$ cat config.mk
export PLATFORM = sky130hd
export DESIGN_NAME = class_file_stream_parser_unit
export DESIGN_NICKNAME = d
export VERILOG_FILES = /design/src/design/cfsp_pkg.sv /design/src/design/cfsp_core.sv /design/src/design/class_file_stream_parser_unit.sv
export SDC_FILE = /design/constraint.sdc
export NUM_CORES = 1
export LEC_CHECK = 0
export ABC_AREA = 1
export ABC_CLOCK_PERIOD_IN_PS = 5950
export BUFFER_PORTS_ARGS = -buffer_cell sky130_fd_sc_hd__buf_2
export CORE_UTILIZATION = 63
export CTS_BUF_LIST = sky130_fd_sc_hd__clkbuf_16
export DETAILED_ROUTE_END_ITERATION = 7
export GPL_TIMING_DRIVEN = 1
export PLACE_DENSITY_LB_ADDON = 0.2
export SLEW_MARGIN = 10
export SYNTH_ARGS = -nofsm -noshare
export SYNTH_HDL_FRONTEND = slang
export SYNTH_HIERARCHICAL = 1
export SYNTH_SLANG_ARGS = --single-unit
$ cat constraint.sdc
create_clock -name clk -period 5.95 [get_ports clk]
set_clock_uncertainty 0.05 [all_clocks]
set_input_delay 0.2975 -clock clk [delete_from_list [all_inputs] [get_ports clk]]
set_output_delay 0.2975 -clock clk [all_outputs]
set_load 0.005 [all_outputs]
$ cat src/design/cfsp_pkg.sv
package cfsp_pkg;

    typedef enum logic [4:0] {
        S_MAGIC  = 5'd0,
        S_MINOR  = 5'd1,
        S_MAJOR  = 5'd2,
        S_PCOUNT = 5'd3,
        S_PTAG   = 5'd4,
        S_PBODY  = 5'd5,
        S_ACCESS = 5'd6,
        S_THIS   = 5'd7,
        S_SUPER  = 5'd8,
        S_ICOUNT = 5'd9,
        S_IFACE  = 5'd10,
        S_FCOUNT = 5'd11,
        S_FHDR   = 5'd12,
        S_FAHDR  = 5'd13,
        S_FABODY = 5'd14,
        S_MCOUNT = 5'd15,
        S_MHDR   = 5'd16,
        S_MAHDR  = 5'd17,
        S_MABODY = 5'd18,
        S_CCOUNT = 5'd19,
        S_CAHDR  = 5'd20,
        S_CABODY = 5'd21,
        S_END    = 5'd22
    } section_t;

    localparam logic [7:0] TAG_UTF8   = 8'd1;
    localparam logic [7:0] TAG_LONG   = 8'd5;
    localparam logic [7:0] TAG_DOUBLE = 8'd6;

    typedef struct packed {
        section_t    section;
        logic [15:0] entry_index;
        logic [7:0]  pool_tag;
        logic        value_done;
        logic [31:0] value;
        logic        file_done;
        logic        parse_error;
    } result_t;

    function automatic logic [3:0] fixed_body(input logic [7:0] tag);
        logic [3:0] len;
        begin
            unique case (tag)
                8'd7, 8'd8, 8'd16, 8'd19, 8'd20:                   len = 4'd2;
                8'd15:                                             len = 4'd3;
                8'd3, 8'd4, 8'd9, 8'd10, 8'd11, 8'd12, 8'd17, 8'd18: len = 4'd4;
                8'd5, 8'd6:                                        len = 4'd8;
                default:                                           len = 4'd0;
            endcase
            return len;
        end
    endfunction

endpackage

$ cat src/design/cfsp_core.sv
module cfsp_core (
    input  logic             clk,
    input  logic             rst_n,
    input  logic             advance,
    input  logic [7:0]       data_byte,
    input  logic             start_of_file,
    output cfsp_pkg::result_t res
);

    cfsp_pkg::section_t sec_reg, sec_next, sec;
    logic [2:0]  bii_reg, bii_next, bii;
    logic [31:0] vs_reg, vs_next, vs;
    logic [15:0] pc_reg, pc_next, pc;
    logic [15:0] pi_reg, pi_next, pi;
    logic [7:0]  tag_reg, tag_next, tagc;
    logic [31:0] br_reg, br_next, br;
    logic [15:0] oc_reg, oc_next, oc;
    logic [15:0] oi_reg, oi_next, oi;
    logic [15:0] ac_reg, ac_next, ac;
    logic [15:0] ai_reg, ai_next, ai;
    logic        err_reg, err_next, err;

    logic [3:0]  c;
    logic [3:0]  fb;
    logic [15:0] v16;
    logic [15:0] oi_inc;
    logic [15:0] ai_inc;
    logic [16:0] pool_n;
    logic        do_pool;
    logic [1:0]  pool_step;
    logic        do_attr_start;
    logic        do_attr_next;
    logic        attr_empty;
    cfsp_pkg::section_t ahdr;

    always_comb
    begin
        sec  = start_of_file ? cfsp_pkg::S_MAGIC : sec_reg;
        bii  = start_of_file ? 3'd0  : bii_reg;
        vs   = start_of_file ? 32'd0 : vs_reg;
        pc   = start_of_file ? 16'd0 : pc_reg;
        pi   = start_of_file ? 16'd1 : pi_reg;
        tagc = start_of_file ? 8'd0  : tag_reg;
        br   = start_of_file ? 32'd0 : br_reg;
        oc   = start_of_file ? 16'd0 : oc_reg;
        oi   = start_of_file ? 16'd0 : oi_reg;
        ac   = start_of_file ? 16'd0 : ac_reg;
        ai   = start_of_file ? 16'd0 : ai_reg;
        err  = start_of_file ? 1'b0  : err_reg;
    end

    always_comb
    begin
        vs_next  = (sec != cfsp_pkg::S_END) ? {vs[23:0], data_byte} : vs;
        v16      = vs_next[15:0];
        sec_next = sec;
        bii_next = bii;
        pc_next  = pc;
        pi_next  = pi;
        tag_next = tagc;
        br_next  = br;
        oc_next  = oc;
        oi_next  = oi;
        ac_next  = ac;
        ai_next  = ai;
        err_next = err;

        c        = {1'b0, bii} + 4'd1;
        fb       = cfsp_pkg::fixed_body(data_byte);
        oi_inc   = oi + 16'd1;
        ai_inc   = ai + 16'd1;
        do_pool  = 1'b0;
        pool_step = 2'd1;
        do_attr_start = 1'b0;
        do_attr_next  = 1'b0;
        ahdr     = cfsp_pkg::S_CAHDR;
        pool_n   = 17'd0;
        attr_empty = 1'b0;

        res.section     = sec;
        res.entry_index = 16'd0;
        res.pool_tag    = 8'd0;
        res.value_done  = 1'b0;
        res.value       = 32'd0;
        res.file_done   = 1'b0;

        unique case (sec)
            cfsp_pkg::S_MAGIC:
            begin
                if (c >= 4'd4)
                begin
                    res.value_done = 1'b1;
                    res.value = vs_next;
                    bii_next = 3'd0;
                    sec_next = cfsp_pkg::S_MINOR;
                end
                else
                    bii_next = c[2:0];
            end
            cfsp_pkg::S_MINOR, cfsp_pkg::S_MAJOR, cfsp_pkg::S_ACCESS,
            cfsp_pkg::S_THIS, cfsp_pkg::S_SUPER:
            begin
                if (c >= 4'd2)
                begin
                    res.value_done = 1'b1;
                    res.value = {16'd0, v16};
                    bii_next = 3'd0;
                    sec_next = cfsp_pkg::section_t'(sec + 5'd1);
                end
                else
                    bii_next = c[2:0];
            end
            cfsp_pkg::S_PCOUNT:
            begin
                if (c >= 4'd2)
                begin
                    res.value_done = 1'b1;
                    res.value = {16'd0, v16};
                    bii_next = 3'd0;
                    pc_next = v16;
                    pi_next = 16'd1;
                    sec_next = (v16 <= 16'd1) ? cfsp_pkg::S_ACCESS : cfsp_pkg::S_PTAG;
                end
                else
                    bii_next = c[2:0];
            end
            cfsp_pkg::S_PTAG:
            begin
                res.entry_index = pi;
                res.pool_tag = data_byte;
                tag_next = data_byte;
                if (data_byte == cfsp_pkg::TAG_UTF8)
                begin
                    br_next = 32'd0;
                    bii_next = 3'd0;
                    sec_next = cfsp_pkg::S_PBODY;
                end
                else if (fb == 4'd0)
                begin
                    err_next = 1'b1;
                    do_pool = 1'b1;
                end
                else
                begin
                    br_next = {28'd0, fb};
                    bii_next = 3'd2;
                    sec_next = cfsp_pkg::S_PBODY;
                end
            end
            cfsp_pkg::S_PBODY:
            begin
                res.entry_index = pi;
                res.pool_tag = tagc;
                if (bii < 3'd2)
                begin
                    if (c == 4'd2)
                    begin
                        res.value_done = 1'b1;
                        res.value = {16'd0, v16};
                        br_next = {16'd0, v16};
                        bii_next = 3'd2;
                        do_pool = (v16 == 16'd0);
                    end
                    else
                        bii_next = c[2:0];
                end
                else if (br <= 32'd1)
                begin
                    br_next = 32'd0;
                    do_pool = 1'b1;
                    pool_step = (tagc == cfsp_pkg::TAG_LONG || tagc == cfsp_pkg::TAG_DOUBLE)
                                ? 2'd2 : 2'd1;
                end
                else
                    br_next = br - 32'd1;
            end
            cfsp_pkg::S_ICOUNT, cfsp_pkg::S_FCOUNT, cfsp_pkg::S_MCOUNT:
            begin
                if (c >= 4'd2)
                begin
                    res.value_done = 1'b1;
                    res.value = {16'd0, v16};
                    bii_next = 3'd0;
                    oc_next = v16;
                    oi_next = 16'd0;
                    sec_next = (v16 == 16'd0)
                               ? cfsp_pkg::section_t'(sec + 5'd2)
                               : cfsp_pkg::section_t'(sec + 5'd1);
                    if (sec == cfsp_pkg::S_ICOUNT && v16 == 16'd0)
                        sec_next = cfsp_pkg::S_FCOUNT;
                    if (sec == cfsp_pkg::S_FCOUNT && v16 == 16'd0)
                        sec_next = cfsp_pkg::S_MCOUNT;
                    if (sec == cfsp_pkg::S_MCOUNT && v16 == 16'd0)
                        sec_next = cfsp_pkg::S_CCOUNT;
                end
                else
                    bii_next = c[2:0];
            end
            cfsp_pkg::S_IFACE:
            begin
                res.entry_index = oi;
                if (c >= 4'd2)
                begin
                    res.value_done = 1'b1;
                    res.value = {16'd0, v16};
                    bii_next = 3'd0;
                    oi_next = oi_inc;
                    if (oi_inc >= oc)
                        sec_next = cfsp_pkg::S_FCOUNT;
                end
                else
                    bii_next = c[2:0];
            end
            cfsp_pkg::S_CCOUNT:
            begin
                if (c >= 4'd2)
                begin
                    res.value_done = 1'b1;
                    res.value = {16'd0, v16};
                    bii_next = 3'd0;
                    do_attr_start = 1'b1;
                    ahdr = cfsp_pkg::S_CAHDR;
                end
                else
                    bii_next = c[2:0];
            end
            cfsp_pkg::S_FHDR, cfsp_pkg::S_MHDR:
            begin
                res.entry_index = oi;
                if (!c[0])
                begin
                    res.value_done = 1'b1;
                    res.value = {16'd0, v16};
                end
                if (c >= 4'd8)
                begin
                    bii_next = 3'd0;
                    do_attr_start = 1'b1;
                    ahdr = cfsp_pkg::section_t'(sec + 5'd1);
                end
                else
                    bii_next = c[2:0];
            end
            cfsp_pkg::S_FAHDR, cfsp_pkg::S_MAHDR, cfsp_pkg::S_CAHDR:
            begin
                res.entry_index = ai;
                if (c == 4'd2)
                begin
                    res.value_done = 1'b1;
                    res.value = {16'd0, v16};
                end
                if (c >= 4'd6)
                begin
                    res.value_done = 1'b1;
                    res.value = vs_next;
                    bii_next = 3'd0;
                    br_next = vs_next;
                    ahdr = sec;
                    if (vs_next == 32'd0)
                        do_attr_next = 1'b1;
                    else
                        sec_next = cfsp_pkg::section_t'(sec + 5'd1);
                end
                else
                    bii_next = c[2:0];
            end
            cfsp_pkg::S_FABODY, cfsp_pkg::S_MABODY, cfsp_pkg::S_CABODY:
            begin
                res.entry_index = ai;
                ahdr = cfsp_pkg::section_t'(sec - 5'd1);
                if (br <= 32'd1)
                begin
                    br_next = 32'd0;
                    do_attr_next = 1'b1;
                end
                else
                    br_next = br - 32'd1;
            end
            default:
            begin
                res.section = cfsp_pkg::S_END;
                sec_next = cfsp_pkg::S_END;
            end
        endcase

        if (do_pool)
        begin
            pool_n = {1'b0, pi} + {15'd0, pool_step};
            bii_next = 3'd0;
            pi_next = pool_n[15:0];
            if (pool_n >= {1'b0, pc})
            begin
                sec_next = cfsp_pkg::S_ACCESS;
                tag_next = 8'd0;
            end
            else
                sec_next = cfsp_pkg::S_PTAG;
        end

        if (do_attr_start)
        begin
            ac_next = v16;
            ai_next = 16'd0;
            attr_empty = (v16 == 16'd0);
        end
        else if (do_attr_next)
        begin
            ai_next = ai_inc;
            attr_empty = (ai_inc >= ac);
        end

        if (do_attr_start || do_attr_next)
        begin
            if (!attr_empty)
                sec_next = ahdr;
            else if (ahdr == cfsp_pkg::S_CAHDR)
            begin
                sec_next = cfsp_pkg::S_END;
                res.file_done = 1'b1;
            end
            else
            begin
                oi_next = oi_inc;
                if (ahdr == cfsp_pkg::S_MAHDR)
                    sec_next = (oi_inc >= oc) ? cfsp_pkg::S_CCOUNT : cfsp_pkg::S_MHDR;
                else
                    sec_next = (oi_inc >= oc) ? cfsp_pkg::S_MCOUNT : cfsp_pkg::S_FHDR;
            end
        end

        res.parse_error = err_next;
    end

    always_ff @(posedge clk or negedge rst_n)
    begin
        if (!rst_n)
        begin
            sec_reg <= cfsp_pkg::S_MAGIC;
            bii_reg <= 3'd0;
            vs_reg  <= 32'd0;
            pc_reg  <= 16'd0;
            pi_reg  <= 16'd1;
            tag_reg <= 8'd0;
            br_reg  <= 32'd0;
            oc_reg  <= 16'd0;
            oi_reg  <= 16'd0;
            ac_reg  <= 16'd0;
            ai_reg  <= 16'd0;
            err_reg <= 1'b0;
        end
        else if (advance)
        begin
            sec_reg <= sec_next;
            bii_reg <= bii_next;
            vs_reg  <= vs_next;
            pc_reg  <= pc_next;
            pi_reg  <= pi_next;
            tag_reg <= tag_next;
            br_reg  <= br_next;
            oc_reg  <= oc_next;
            oi_reg  <= oi_next;
            ac_reg  <= ac_next;
            ai_reg  <= ai_next;
            err_reg <= err_next;
        end
    end

endmodule

$ cat src/design/class_file_stream_parser_unit.sv
// Java class file stream parser.
// Input channel: data_byte and start_of_file with data_valid / data_ready.
// Each transfer carries one byte of the class file; start_of_file restarts
// parsing with that byte as the first magic byte and clears the error flag.
// Output channel: one result per input byte with result_valid / result_ready:
// section, entry_index, pool_tag, value_done and value (a completed big-endian
// u2 or u4), file_done and the sticky parse_error.
// Latency: the result of a byte is valid in the cycle after its transfer.
// Throughput: one byte per clock when not stalled; the per-byte parse step is
// one pass of logic from the parse state registers into the result register.
// Stall: while a result waits, data_ready stays high if result_ready is high
// in that cycle, so a taken result and a new byte move on the same edge;
// otherwise the result and the parse state hold.
// Reset: rst_n clears the parse state to the start of a file and empties
// the result register.
module class_file_stream_parser_unit (
    input  logic        clk,
    input  logic        rst_n,
    input  logic        data_valid,
    output logic        data_ready,
    input  logic [7:0]  data_byte,
    input  logic        start_of_file,
    output logic        result_valid,
    input  logic        result_ready,
    output logic [4:0]  section,
    output logic [15:0] entry_index,
    output logic [7:0]  pool_tag,
    output logic        value_done,
    output logic [31:0] value,
    output logic        file_done,
    output logic        parse_error
);

    logic              accept;
    logic              valid_reg, valid_next;
    cfsp_pkg::result_t step_res;
    cfsp_pkg::result_t res_reg;

    assign data_ready = !valid_reg || result_ready;
    assign accept     = data_valid && data_ready;
    assign valid_next = accept || (valid_reg && !result_ready);

    cfsp_core u_core (
        .clk           (clk),
        .rst_n         (rst_n),
        .advance       (accept),
        .data_byte     (data_byte),
        .start_of_file (start_of_file),
        .res           (step_res)
    );

    always_ff @(posedge clk or negedge rst_n)
    begin
        if (!rst_n)
            valid_reg <= 1'b0;
        else
            valid_reg <= valid_next;
    end

    always_ff @(posedge clk)
    begin
        if (accept)
            res_reg <= step_res;
    end

    assign result_valid = valid_reg;
    assign section      = res_reg.section;
    assign entry_index  = res_reg.entry_index;
    assign pool_tag     = res_reg.pool_tag;
    assign value_done   = res_reg.value_done;
    assign value        = res_reg.value;
    assign file_done    = res_reg.file_done;
    assign parse_error  = res_reg.parse_error;

    a_value_zero: assert property (@(posedge clk) disable iff (!rst_n)
        result_valid && !value_done |-> value == 32'd0)
        else $error("value nonzero without value_done");

    a_end_quiet: assert property (@(posedge clk) disable iff (!rst_n)
        result_valid && section == cfsp_pkg::S_END |->
            entry_index == 16'd0 && pool_tag == 8'd0 && !value_done && !file_done)
        else $error("past-end result carries data");

    a_tag_in_pool: assert property (@(posedge clk) disable iff (!rst_n)
        result_valid && pool_tag != 8'd0 |->
            section == cfsp_pkg::S_PTAG || section == cfsp_pkg::S_PBODY)
        else $error("pool tag outside constant pool");

    a_done_place: assert property (@(posedge clk) disable iff (!rst_n)
        result_valid && file_done |->
            section == cfsp_pkg::S_CCOUNT || section == cfsp_pkg::S_CAHDR
            || section == cfsp_pkg::S_CABODY)
        else $error("file_done outside class attributes");

endmodule

==> results of run 1 <==
-- metal layers --
layer  up-vias  routed length [um]  global-route usage (%)
met5         -                  47                       0
met3       142                5930                    7.15
met4         2                1710                    12.4
li1       7876                   -                       -
met1      7929               21900                    52.1
met2      1020               23300                    58.9
-- layout by cell type, fill, tap and decap left out, types with 22 or more instances in the layout --
cell,synthesis,layout
a21oi_1,132,131
a22oi_1,23,23
buf_2,14,76
buf_4,5,34
clkbuf_16,0,28
dfrtp_1,177,177
edfxtp_1,64,64
ha_1,70,70
inv_1,315,313
nand2_1,480,480
nand2_2,26,26
nand3_1,77,77
nand4_1,31,31
nor2_1,317,315
o21ai_0,217,217
o21ai_1,22,22
o22ai_1,62,62
xor2_1,53,53
-- report_power, final --
group,leakage (nW),total (mW),internal [mW],switching [mW]
sequential,2.94,2.05,1.93,0.126
clock,0.465,1.83,1.05,0.775
combinational,5.44,1.76,0.523,1.24
-- cell type report --
type	count	share of cell area [%]
Multi-Input combinational cell	1681	47.8
Inverter	330	6.73
Timing Repair Buffer	116	3.84
Clock buffer	28	3.75
Clock inverter	24	1.48
Tap cell	335	2.24
Sequential cell	242	34.1
-- what timing repair did --
item | CTS | global route
resized for setup | 0 | 4
hold buffers | 3 | 0
setup endpoints to repair | 0 | 9
setup buffers | 0 | 1
hold endpoints to repair | 46 | 0
-- how the worst max path moves through the flow --
| stage | from | endpoint | slack [ps] | cells after the start |
|---|---|---|---|---|
| finish | u_core/br_reg[0] | u_core/tag_reg[5] | 390 | 32 |
| global route | u_core/br_reg[1] | u_core/tag_reg[7] | 0.3 | 33 |
| detailed placement | start_of_file | u_core/tag_reg[0] | 130 | 32 |
| global placement | start_of_file | u_core/tag_reg[2] | 400 | 30 |
| CTS | u_core/br_reg[0] | u_core/tag_reg[0] | 340 | 32 |
| floorplan | result_valid | u_core/br_reg[14] | 1030 | 7 |
-- logic make-up after synthesis --
family,count (synthesis)
xor+xnor,63
simple gates,985
flops,242
buf+inv,432
fa+ha+maj,71
compound gates,562
-- worst max-delay path: cells and delay by family (launching register included) --
| kind | cells | cell delay (ps) |
|---|---|---|
| flip-flops | 1 | 360 |
| XOR/XNOR | 1 | 200 |
| adder cells (fa/ha/maj) | 4 | 1040 |
| AND/OR/NAND/NOR | 19 | 3070 |
| buffers and inverters | 7 | 580 |
| AO/OA/AOI/OAI | 1 | 90 |
==> impl_results.md, run 1 <==
* Iteration count of the initial detailed-routing pass at 6
* Unrepaired setup endpoints after global routing: false
* Fmax at 0.180 GHz
* Pre-CTS setup slack at 126 ps
* Nets@finish at 2483
* Hold path startpoint: data_byte[7]
* # diodes at 0
* Multi-input gate area at 0.00894 mm2
* Root Driver: clkbuf_16
* Clock Tree Buf Depth at 3
* Peak per-stage delay on the critical path at 530 ps
* Startpoint Class: register
* Hold path cells at 3
* Top_reg_cell synth: dfrtp_1
* Fill cell count at 2167
* Worst slew pin tran at 1250 ps
* Setup TNS at 0 ps
* DIE AREA at 0.0278 mm2
* P&R area growth vs syn at 9.27%
* Final setup viols at 0
* Wirelength, routed at 52.9 mm
* Routed wire per std cell at 19.2 um
* Reg2Reg Depth at 32
* H-tree depth at 1
* Post-Syn Nets at 2439
* Rows at 59
* Reg2reg start: u_core/br_reg[0]
* DPL Wire Length at 37.0 mm
* First DRT Iteration DRCs at 2282
* VDD IR max at 0.262 mV
* Largest net degree at the start of global routing at 186
* Ys async rst share at 73.6%
* Post-Synth Adder-Cell Area at 5.24%
* Reg clk slew, reported paths at 70 ps
* Post-Syn Instances at 2355
* Layout cell share with drive strength beyond 1 at 11.1%
* Total grt overflow at 0
* CTS tree: built
* # placed instances at 2700
* Final non-filler cell total at 2756
* Mapped Area at 0.0171 mm2
* Initial antenna violation count at 2
* Synth area leaders: dfrtp_1 26%, edfxtp_1 11%, nand2_1 11%
* Post-route total power at 5.64 mW
* Xor-xnor portion of the synthesized cell area at 3.27%
* Placed instance area at 0.0177 mm2
* Reg-to-reg endpoint: u_core/tag_reg[5]
* Hold EP: pool_tag[7]
* Hold crit path type: primary input to register
* First-pass GRT wire length at 82.7 mm
* Area leader, netlist: dfrtp_1
* Worst setup EP type: register
* Final hold vios at 0
* Register area at 0.00638 mm2
* Vias in the first global route at 15.7k
* Worst Slack Setup Final at 385 ps
* Simple-gate share of the synthesized area at 24.4%
* Fin crit share at 93.5%
* Yosys top cell area share at 25.9%
* Max Slew Vio Count at 0
* Number of vias per cell at 6.16
* Initial Util at 64.9%
* CTS Sinks at 242
* Rel. slew slack at 16.0%
* Number of remaining DRC errors at 0
* Top-count cell post-synth: nand2_1
* Vias post-DR at 17.0k
* CP required at 6310 ps
* Num CTS Buffers at 28
* Synthesis Warnings at 6
* Routed Antenna Nets at 0
* Global Route Usage Sum at 37.5%
* Final instance area at 0.0187 mm2
* Number of enable flip-flop cells after synthesis at 64
* FF+latch count, synth at 242
* Worst EP arrival at 5930 ps
* R2R setup slack at 390 ps
* Status: finished clean
* Critical-path maximum fanout at 9
* Syn_area_per_cell at 7.26 um2
* Sequential area share after synthesis at 37.3%
* Critical path class: register to register
* Commonest cells post-synth: 480 x nand2_1, 317 x nor2_1, 315 x inv_1
* Compound-Gate Fraction of Synth Area at 19.3%
* Worst Hold Slack at 140 ps
* Fin util at 70.9%
* Die W at 167 um
* CP max stage cell: or4_1
* GP Congestion at 0.978
* Leak pwr at 8.84 nW
* Pwr dens at 302 mW/mm2
* Main combinational cell family by area after synthesis: simple AND/OR/NAND/NOR gates
* Port Buf Inserts at 78
* Chip height at 167 um
* Max_cap viols at 0
* Clk Latency, worst-skew pair at 570 ps
* Core area at 0.0264 mm2
* IO Pins at 79
* Mux cell area share after synthesis at 0%
* Fin crit period at 5560 ps
* Netlist cell types at 62
(Power assumes the default switching activity.)
==> run 2: changes to the inputs <==
--- a/config.mk
+++ b/config.mk
@@ -8,7 +8,7 @@
 export ABC_AREA = 1
 export ABC_CLOCK_PERIOD_IN_PS = 5950
 export BUFFER_PORTS_ARGS = -buffer_cell sky130_fd_sc_hd__buf_2
-export CORE_UTILIZATION = 63
+export CORE_UTILIZATION = 30
 export CTS_BUF_LIST = sky130_fd_sc_hd__clkbuf_16
 export DETAILED_ROUTE_END_ITERATION = 7
 export GPL_TIMING_DRIVEN = 1
==> run 2 against run 1 <==
Flip-flop and latch count unchanged. Global-route usage decreased by 17 points. Clock power down 4%. Count of clock-buffer cells in the layout up 3. Die area increased by 110%. Final cell count increased by 16%. Sequential power is essentially flat. First-iteration DRC count shrank 41%. Critical path type unchanged. Critical endpoint is now u_core/tag_reg[6]. Highest routed layer is now met4.
==> impl_results.md, run 2 (synthesized netlist as in run 1, its figures left out) <==
* Worst slew pin tran at 1130 ps
* Setup TNS at 0 ps
* Unrepaired setup endpoints after global routing: false
* Crit path buf inv count at 7
* CTS tree: built
* GP Congestion at 0.960
* First DRT Iteration DRCs at 1357
* Leak pwr at 8.89 nW
* Worst EP arrival at 5900 ps
* CP dominant cell by count: inv_1
* Fin crit share at 92.3%
* Critical path class: register to register
* Chip height at 241 um
* Hold crit path type: primary input to register
* Iteration count of the initial detailed-routing pass at 5
* Vias in the first global route at 15.4k
* Fmax at 0.182 GHz
* Rel. slew slack at 25.0%
* Commonest non-fill, non-tap cell in the layout: nand2_1
* CP required at 6350 ps
* Total grt overflow at 0
* Largest net degree at the start of global routing at 175
* Vias post-DR at 16.2k
* Root Driver: clkbuf_16
* CP max stage cell: or4_1
* Number of vias per cell at 5.09
* Rows at 87
* Wirelength, routed at 58.8 mm
* Reg2reg start: u_core/br_reg[0]
* Critical-path maximum fanout at 9
* Num CTS Buffers at 31
* Layout cell share with drive strength beyond 1 at 11.0%
* Initial antenna violation count at 0
* Fin crit period at 5490 ps
* Port Buf Inserts at 78
* Fill cell count at 6169
* Final hold vios at 0
* Clock Tree Buf Depth at 3
* Worst setup EP type: register
* Routed wire per std cell at 18.4 um
* VDD IR max at 0.212 mV
* DPL Wire Length at 42.6 mm
* DIE AREA at 0.0580 mm2
* Nets@finish at 2492
* H-tree depth at 1
* # diodes at 0
* Max_cap viols at 0
* Hold path startpoint: data_byte[0]
* Die W at 241 um
* Routed Antenna Nets at 0
* Clk Latency, worst-skew pair at 610 ps
* Number of remaining DRC errors at 0
* P&R area growth vs syn at 12.3%
* Pwr dens at 293 mW/mm2
* Final setup viols at 0
* Peak per-stage delay on the critical path at 530 ps
* First-pass GRT wire length at 90.7 mm
* Max Slew Vio Count at 0
* Worst Setup SP: u_core/br_reg[0]
* Startpoint Class: register
* Family with the most delay on the worst path: simple AND/OR/NAND/NOR gates
* Initial Util at 30.3%
* Commonest non-fill, non-tap cells in the layout: 480 x nand2_1, 321 x inv_1, 314 x nor2_1, 217 x o21ai_0, 177 x dfrtp_1
* Worst Hold Slack at 97.9 ps
* CTS Sinks at 242
* Reg clk slew, reported paths at 60 ps
* Status: finished clean
* Core area at 0.0564 mm2
* IO Pins at 79
* Global Route Usage Sum at 20.2%
-- run 2: cell types whose count changed in the layout (fill, tap and decap cells not counted), sizes merged --
cell,previous run,this run
bufinv,4,1
clkbuf,28,32
inv,332,336
buf,113,118
clkinvlp,5,1
clkinv,13,19
-- run 2: metrics by stage --
| stage | setup slack [ps] | std cells | power [mW] | util (%) | area [um2] |
|---|---|---|---|---|---|
| 3_5_place_dp | 236 | 3126 | 3.86 | 32.3 | 18200 |
| 5_1_grt | 10.5 | 3189 | 5.98 | 34.1 | 19200 |
| 4_1_cts | 379 | 3187 | 5.66 | 34.0 | 19200 |
| 2_1_floorplan | 1030 | 2355 | 3.27 | - | 17100 |
| 3_3_place_gp | 384 | 3126 | 3.86 | 32.3 | 18200 |
| 6_report | 458 | 3189 | 5.62 | 34.1 | 19200 |
-- run 2: where the power goes --
part           total (mW)  internal [mW]  switching (mW)  leakage, nW
combinational        1.82          0.531            1.28         5.47
sequential           2.05           1.93           0.118         2.94
clock                1.76          0.982           0.778        0.484
total                5.62           3.44            2.18         8.89
-- run 2: repair_timing --
item                                   4_1_cts  5_1_grt
endpoints found under the hold margin       60        0
resized for setup                            0        5
buffers inserted                             0        2
setup endpoints to repair                    0        9
hold buffers                                 3        0
-- run 2: area by class of cell --
type / count / area (um2) / share of cell area (%)
Sequential cell: 242 / 6380 / 33.2
Tap cell: 756 / 946 / 4.92
Timing Repair Buffer: 122 / 752 / 3.91
Inverter: 330 / 1260 / 6.55
Clock buffer: 31 / 776 / 4.04
Clock inverter: 27 / 154 / 0.801
Multi-Input combinational cell: 1681 / 8950 / 46.6
-- run 2: final timing paths --
check	to	depth (start not counted)	slack, ps
worst max-delay path	u_core/tag_reg[6]	32	460
worst min-delay path	pool_tag[0]	3	100
worst max register to register	u_core/tag_reg[6]	32	460
worst min register to register	u_core/pi_reg[0]	2	420
max in group asynchronous	u_core/br_reg[12]	3	4340
min in group asynchronous	u_core/tag_reg[3]	2	200
-- run 2: routing by layer --
layer  vias up  routed length, um  global-route usage [%]
met5         -                  0                       0
met4         0               2350                    8.21
met3        99               3300                    2.94
met2       454              26700                    31.8
met1      7793              26400                    27.7
li1       7896                  -                       -
-- run 2: worst min-delay path: cells and delay by family --
| family | cells | cell delay (ps) |
|---|---|---|
| buffers and inverters | 1 | 180 |
| and+or+nand+nor | 1 | 90 |
| AOI/OAI and AO/OA | 1 | 70 |
==> run 3: changes to the inputs <==
--- a/config.mk
+++ b/config.mk
@@ -13,6 +13,7 @@
 export DETAILED_ROUTE_END_ITERATION = 7
 export GPL_TIMING_DRIVEN = 1
 export PLACE_DENSITY_LB_ADDON = 0.2
+export RECOVER_POWER = 50
 export SLEW_MARGIN = 10
 export SYNTH_ARGS = -nofsm -noshare
 export SYNTH_HDL_FRONTEND = slang
==> run 3 against run 2 <==
The flow now finishes with violations (max-capacitance violations, max-slew violations). Routed wire length about the same. Hold slack worse by 7.1 ps. Core utilization down 0.14 points. Fmax up 0.65%. Flip-flop and latch count unchanged. Final cell count unchanged. Combinational power about the same. First-iteration DRC count up 2.7%. Setup slack better by 36 ps. Clock power about the same. Total power down 0.18%. Via count up 0.33%. Critical path type unchanged. Highest routed layer unchanged.
==> impl_results.md, run 3 (synthesized netlist as in run 1, its figures left out) <==
* Multi-input gate area at 0.00895 mm2
* Routed wire per std cell at 18.4 um
* Final setup viols at 0
* Clk Latency, worst-skew pair at 610 ps
* DPL Wire Length at 42.6 mm
* Clock Tree Buf Depth at 3
* Global Route Usage Sum at 20.2%
* P&R area growth vs syn at 11.9%
* Max_cap viols at 3
* Status: finished, violations left
* Worst path depth at 32
* Root Driver: clkbuf_16
* Reg2Reg Depth at 32
* Number of remaining DRC errors at 0
* Commonest non-fill, non-tap cells in the layout: 480 x nand2_1, 321 x inv_1, 314 x nor2_1, 217 x o21ai_0, 177 x dfrtp_1
* Total grt overflow at 0
* Worst Setup SP: u_core/br_reg[0]
* Core area at 0.0564 mm2
* Crit path buf inv count at 7
* Worst Hold Slack at 90.8 ps
* Reg2reg start: u_core/br_reg[0]
* Chip height at 241 um
* Wirelength, routed at 58.8 mm
* GP Congestion at 0.960
* VDD IR max at 0.211 mV
* Max Slew Vio Count at 183
* Vias post-DR at 16.3k
* Number of vias per cell at 5.11
* CTS Sinks at 242
* Iteration count of the initial detailed-routing pass at 5
* Layout cell share with drive strength beyond 1 at 9.12%
* R2R setup slack at 490 ps
* Initial antenna violation count at 0
* Largest net degree at the start of global routing at 175
* Routed Antenna Nets at 0
* Fin crit share at 91.7%
* CTS tree: built
* Final hold vios at 0
* Family with the most delay on the worst path: simple AND/OR/NAND/NOR gates
* First DRT Iteration DRCs at 1394
* CP dominant cell by count: inv_1
* # diodes at 0
* CP max stage cell: or4_1
* Worst EP arrival at 5860 ps
* Setup TNS at 0 ps
* Startpoint Class: register
* Commonest non-fill, non-tap cell in the layout: nand2_1
* IO Pins at 79
* Rel. slew slack at -147%
* Pwr dens at 293 mW/mm2
* Critical-path maximum fanout at 9
* Register area at 0.00638 mm2
* Peak per-stage delay on the critical path at 530 ps
* Port Buf Inserts at 78
* Die W at 241 um
* Unrepaired setup endpoints after global routing: false
* H-tree depth at 1
* Initial Util at 30.3%
* End point of the critical path: u_core/tag_reg[2]
* Fmax at 0.183 GHz
* CP required at 6360 ps
* Num CTS Buffers at 31
* Fill cell count at 6191
* Reg clk slew, reported paths at 60 ps
* Leak pwr at 8.75 nW
* Failing checks: max-capacitance violations, max-slew violations
* Vias in the first global route at 15.4k
* DIE AREA at 0.0580 mm2
* Fin crit period at 5460 ps
* Nets@finish at 2492
* Reg-to-reg endpoint: u_core/tag_reg[2]
* Hold crit path type: primary input to register
* Rows at 87
* Worst slew pin tran at 3700 ps
* Worst setup EP type: register
* Critical path class: register to register
* First-pass GRT wire length at 90.7 mm
## run 3: through the flow
step | power, mW | cell area, um2 | cells | utilization [%] | setup slack, ps
2_1_floorplan | 3.27 | 17100 | 2355 | - | 1030
3_3_place_gp | 3.86 | 18200 | 3126 | 32.3 | 384
3_5_place_dp | 3.86 | 18200 | 3126 | 32.3 | 236
4_1_cts | 5.66 | 19200 | 3187 | 34.0 | 379
5_1_grt | 5.97 | 19100 | 3189 | 33.9 | 10.5
6_report | 5.61 | 19100 | 3189 | 33.9 | 494
## run 3: layer usage
metal / routed length, um / track usage, % / up-vias
li1: - / - / 7896
met2: 26700 / 31.8 / 472
met4: 2350 / 8.21 / 0
met5: 0 / 0 / -
met3: 3330 / 2.94 / 99
met1: 26400 / 27.7 / 7828
## run 3: how the worst min path moves through the flow
stage                     depth (start not counted)                 to  slack (ps)          from
final                                             3        pool_tag[5]          90  data_byte[5]
after global routing                              3        pool_tag[5]         100  data_byte[5]
after CTS                                         3        pool_tag[5]          80  data_byte[5]
after detailed placement                          1  u_core/tag_reg[3]         290         rst_n
after global placement                            1  u_core/tag_reg[3]         300         rst_n
after floorplan                                   0       result_valid         -50         rst_n
## run 3: worst reg2reg max path: cells and delay by family, from the launching register on
family | cells | cell delay (ps)
simple gates | 19 | 3010
fa+ha+maj | 4 | 1020
buf+inv | 7 | 620
flops | 1 | 350
xor+xnor | 1 | 180
compound gates | 1 | 100
## run 3: layout make-up
class,instances,area share [%]
clock buffer,31,4.05
clock inverter,27,0.804
inverter,330,6.57
multi-input combinational,1681,46.8
sequential,242,33.3
tap,756,4.94
timing repair buffer,122,3.53
## run 3: timing repair
item                       4_1_cts  5_1_grt
setup buffers                    0        2
hold buffers                     3        0
gates resized for setup          0        5
setup endpoints to repair        0        9
hold endpoints to repair        60        0
## run 3: power breakdown
part           internal (mW)  switching (mW)  leakage, nW  total, mW
clock                  0.982           0.777        0.484       1.76
combinational          0.521            1.28         5.33       1.80
sequential              1.93           0.119         2.94       2.05
total                   3.43            2.18         8.75       5.61
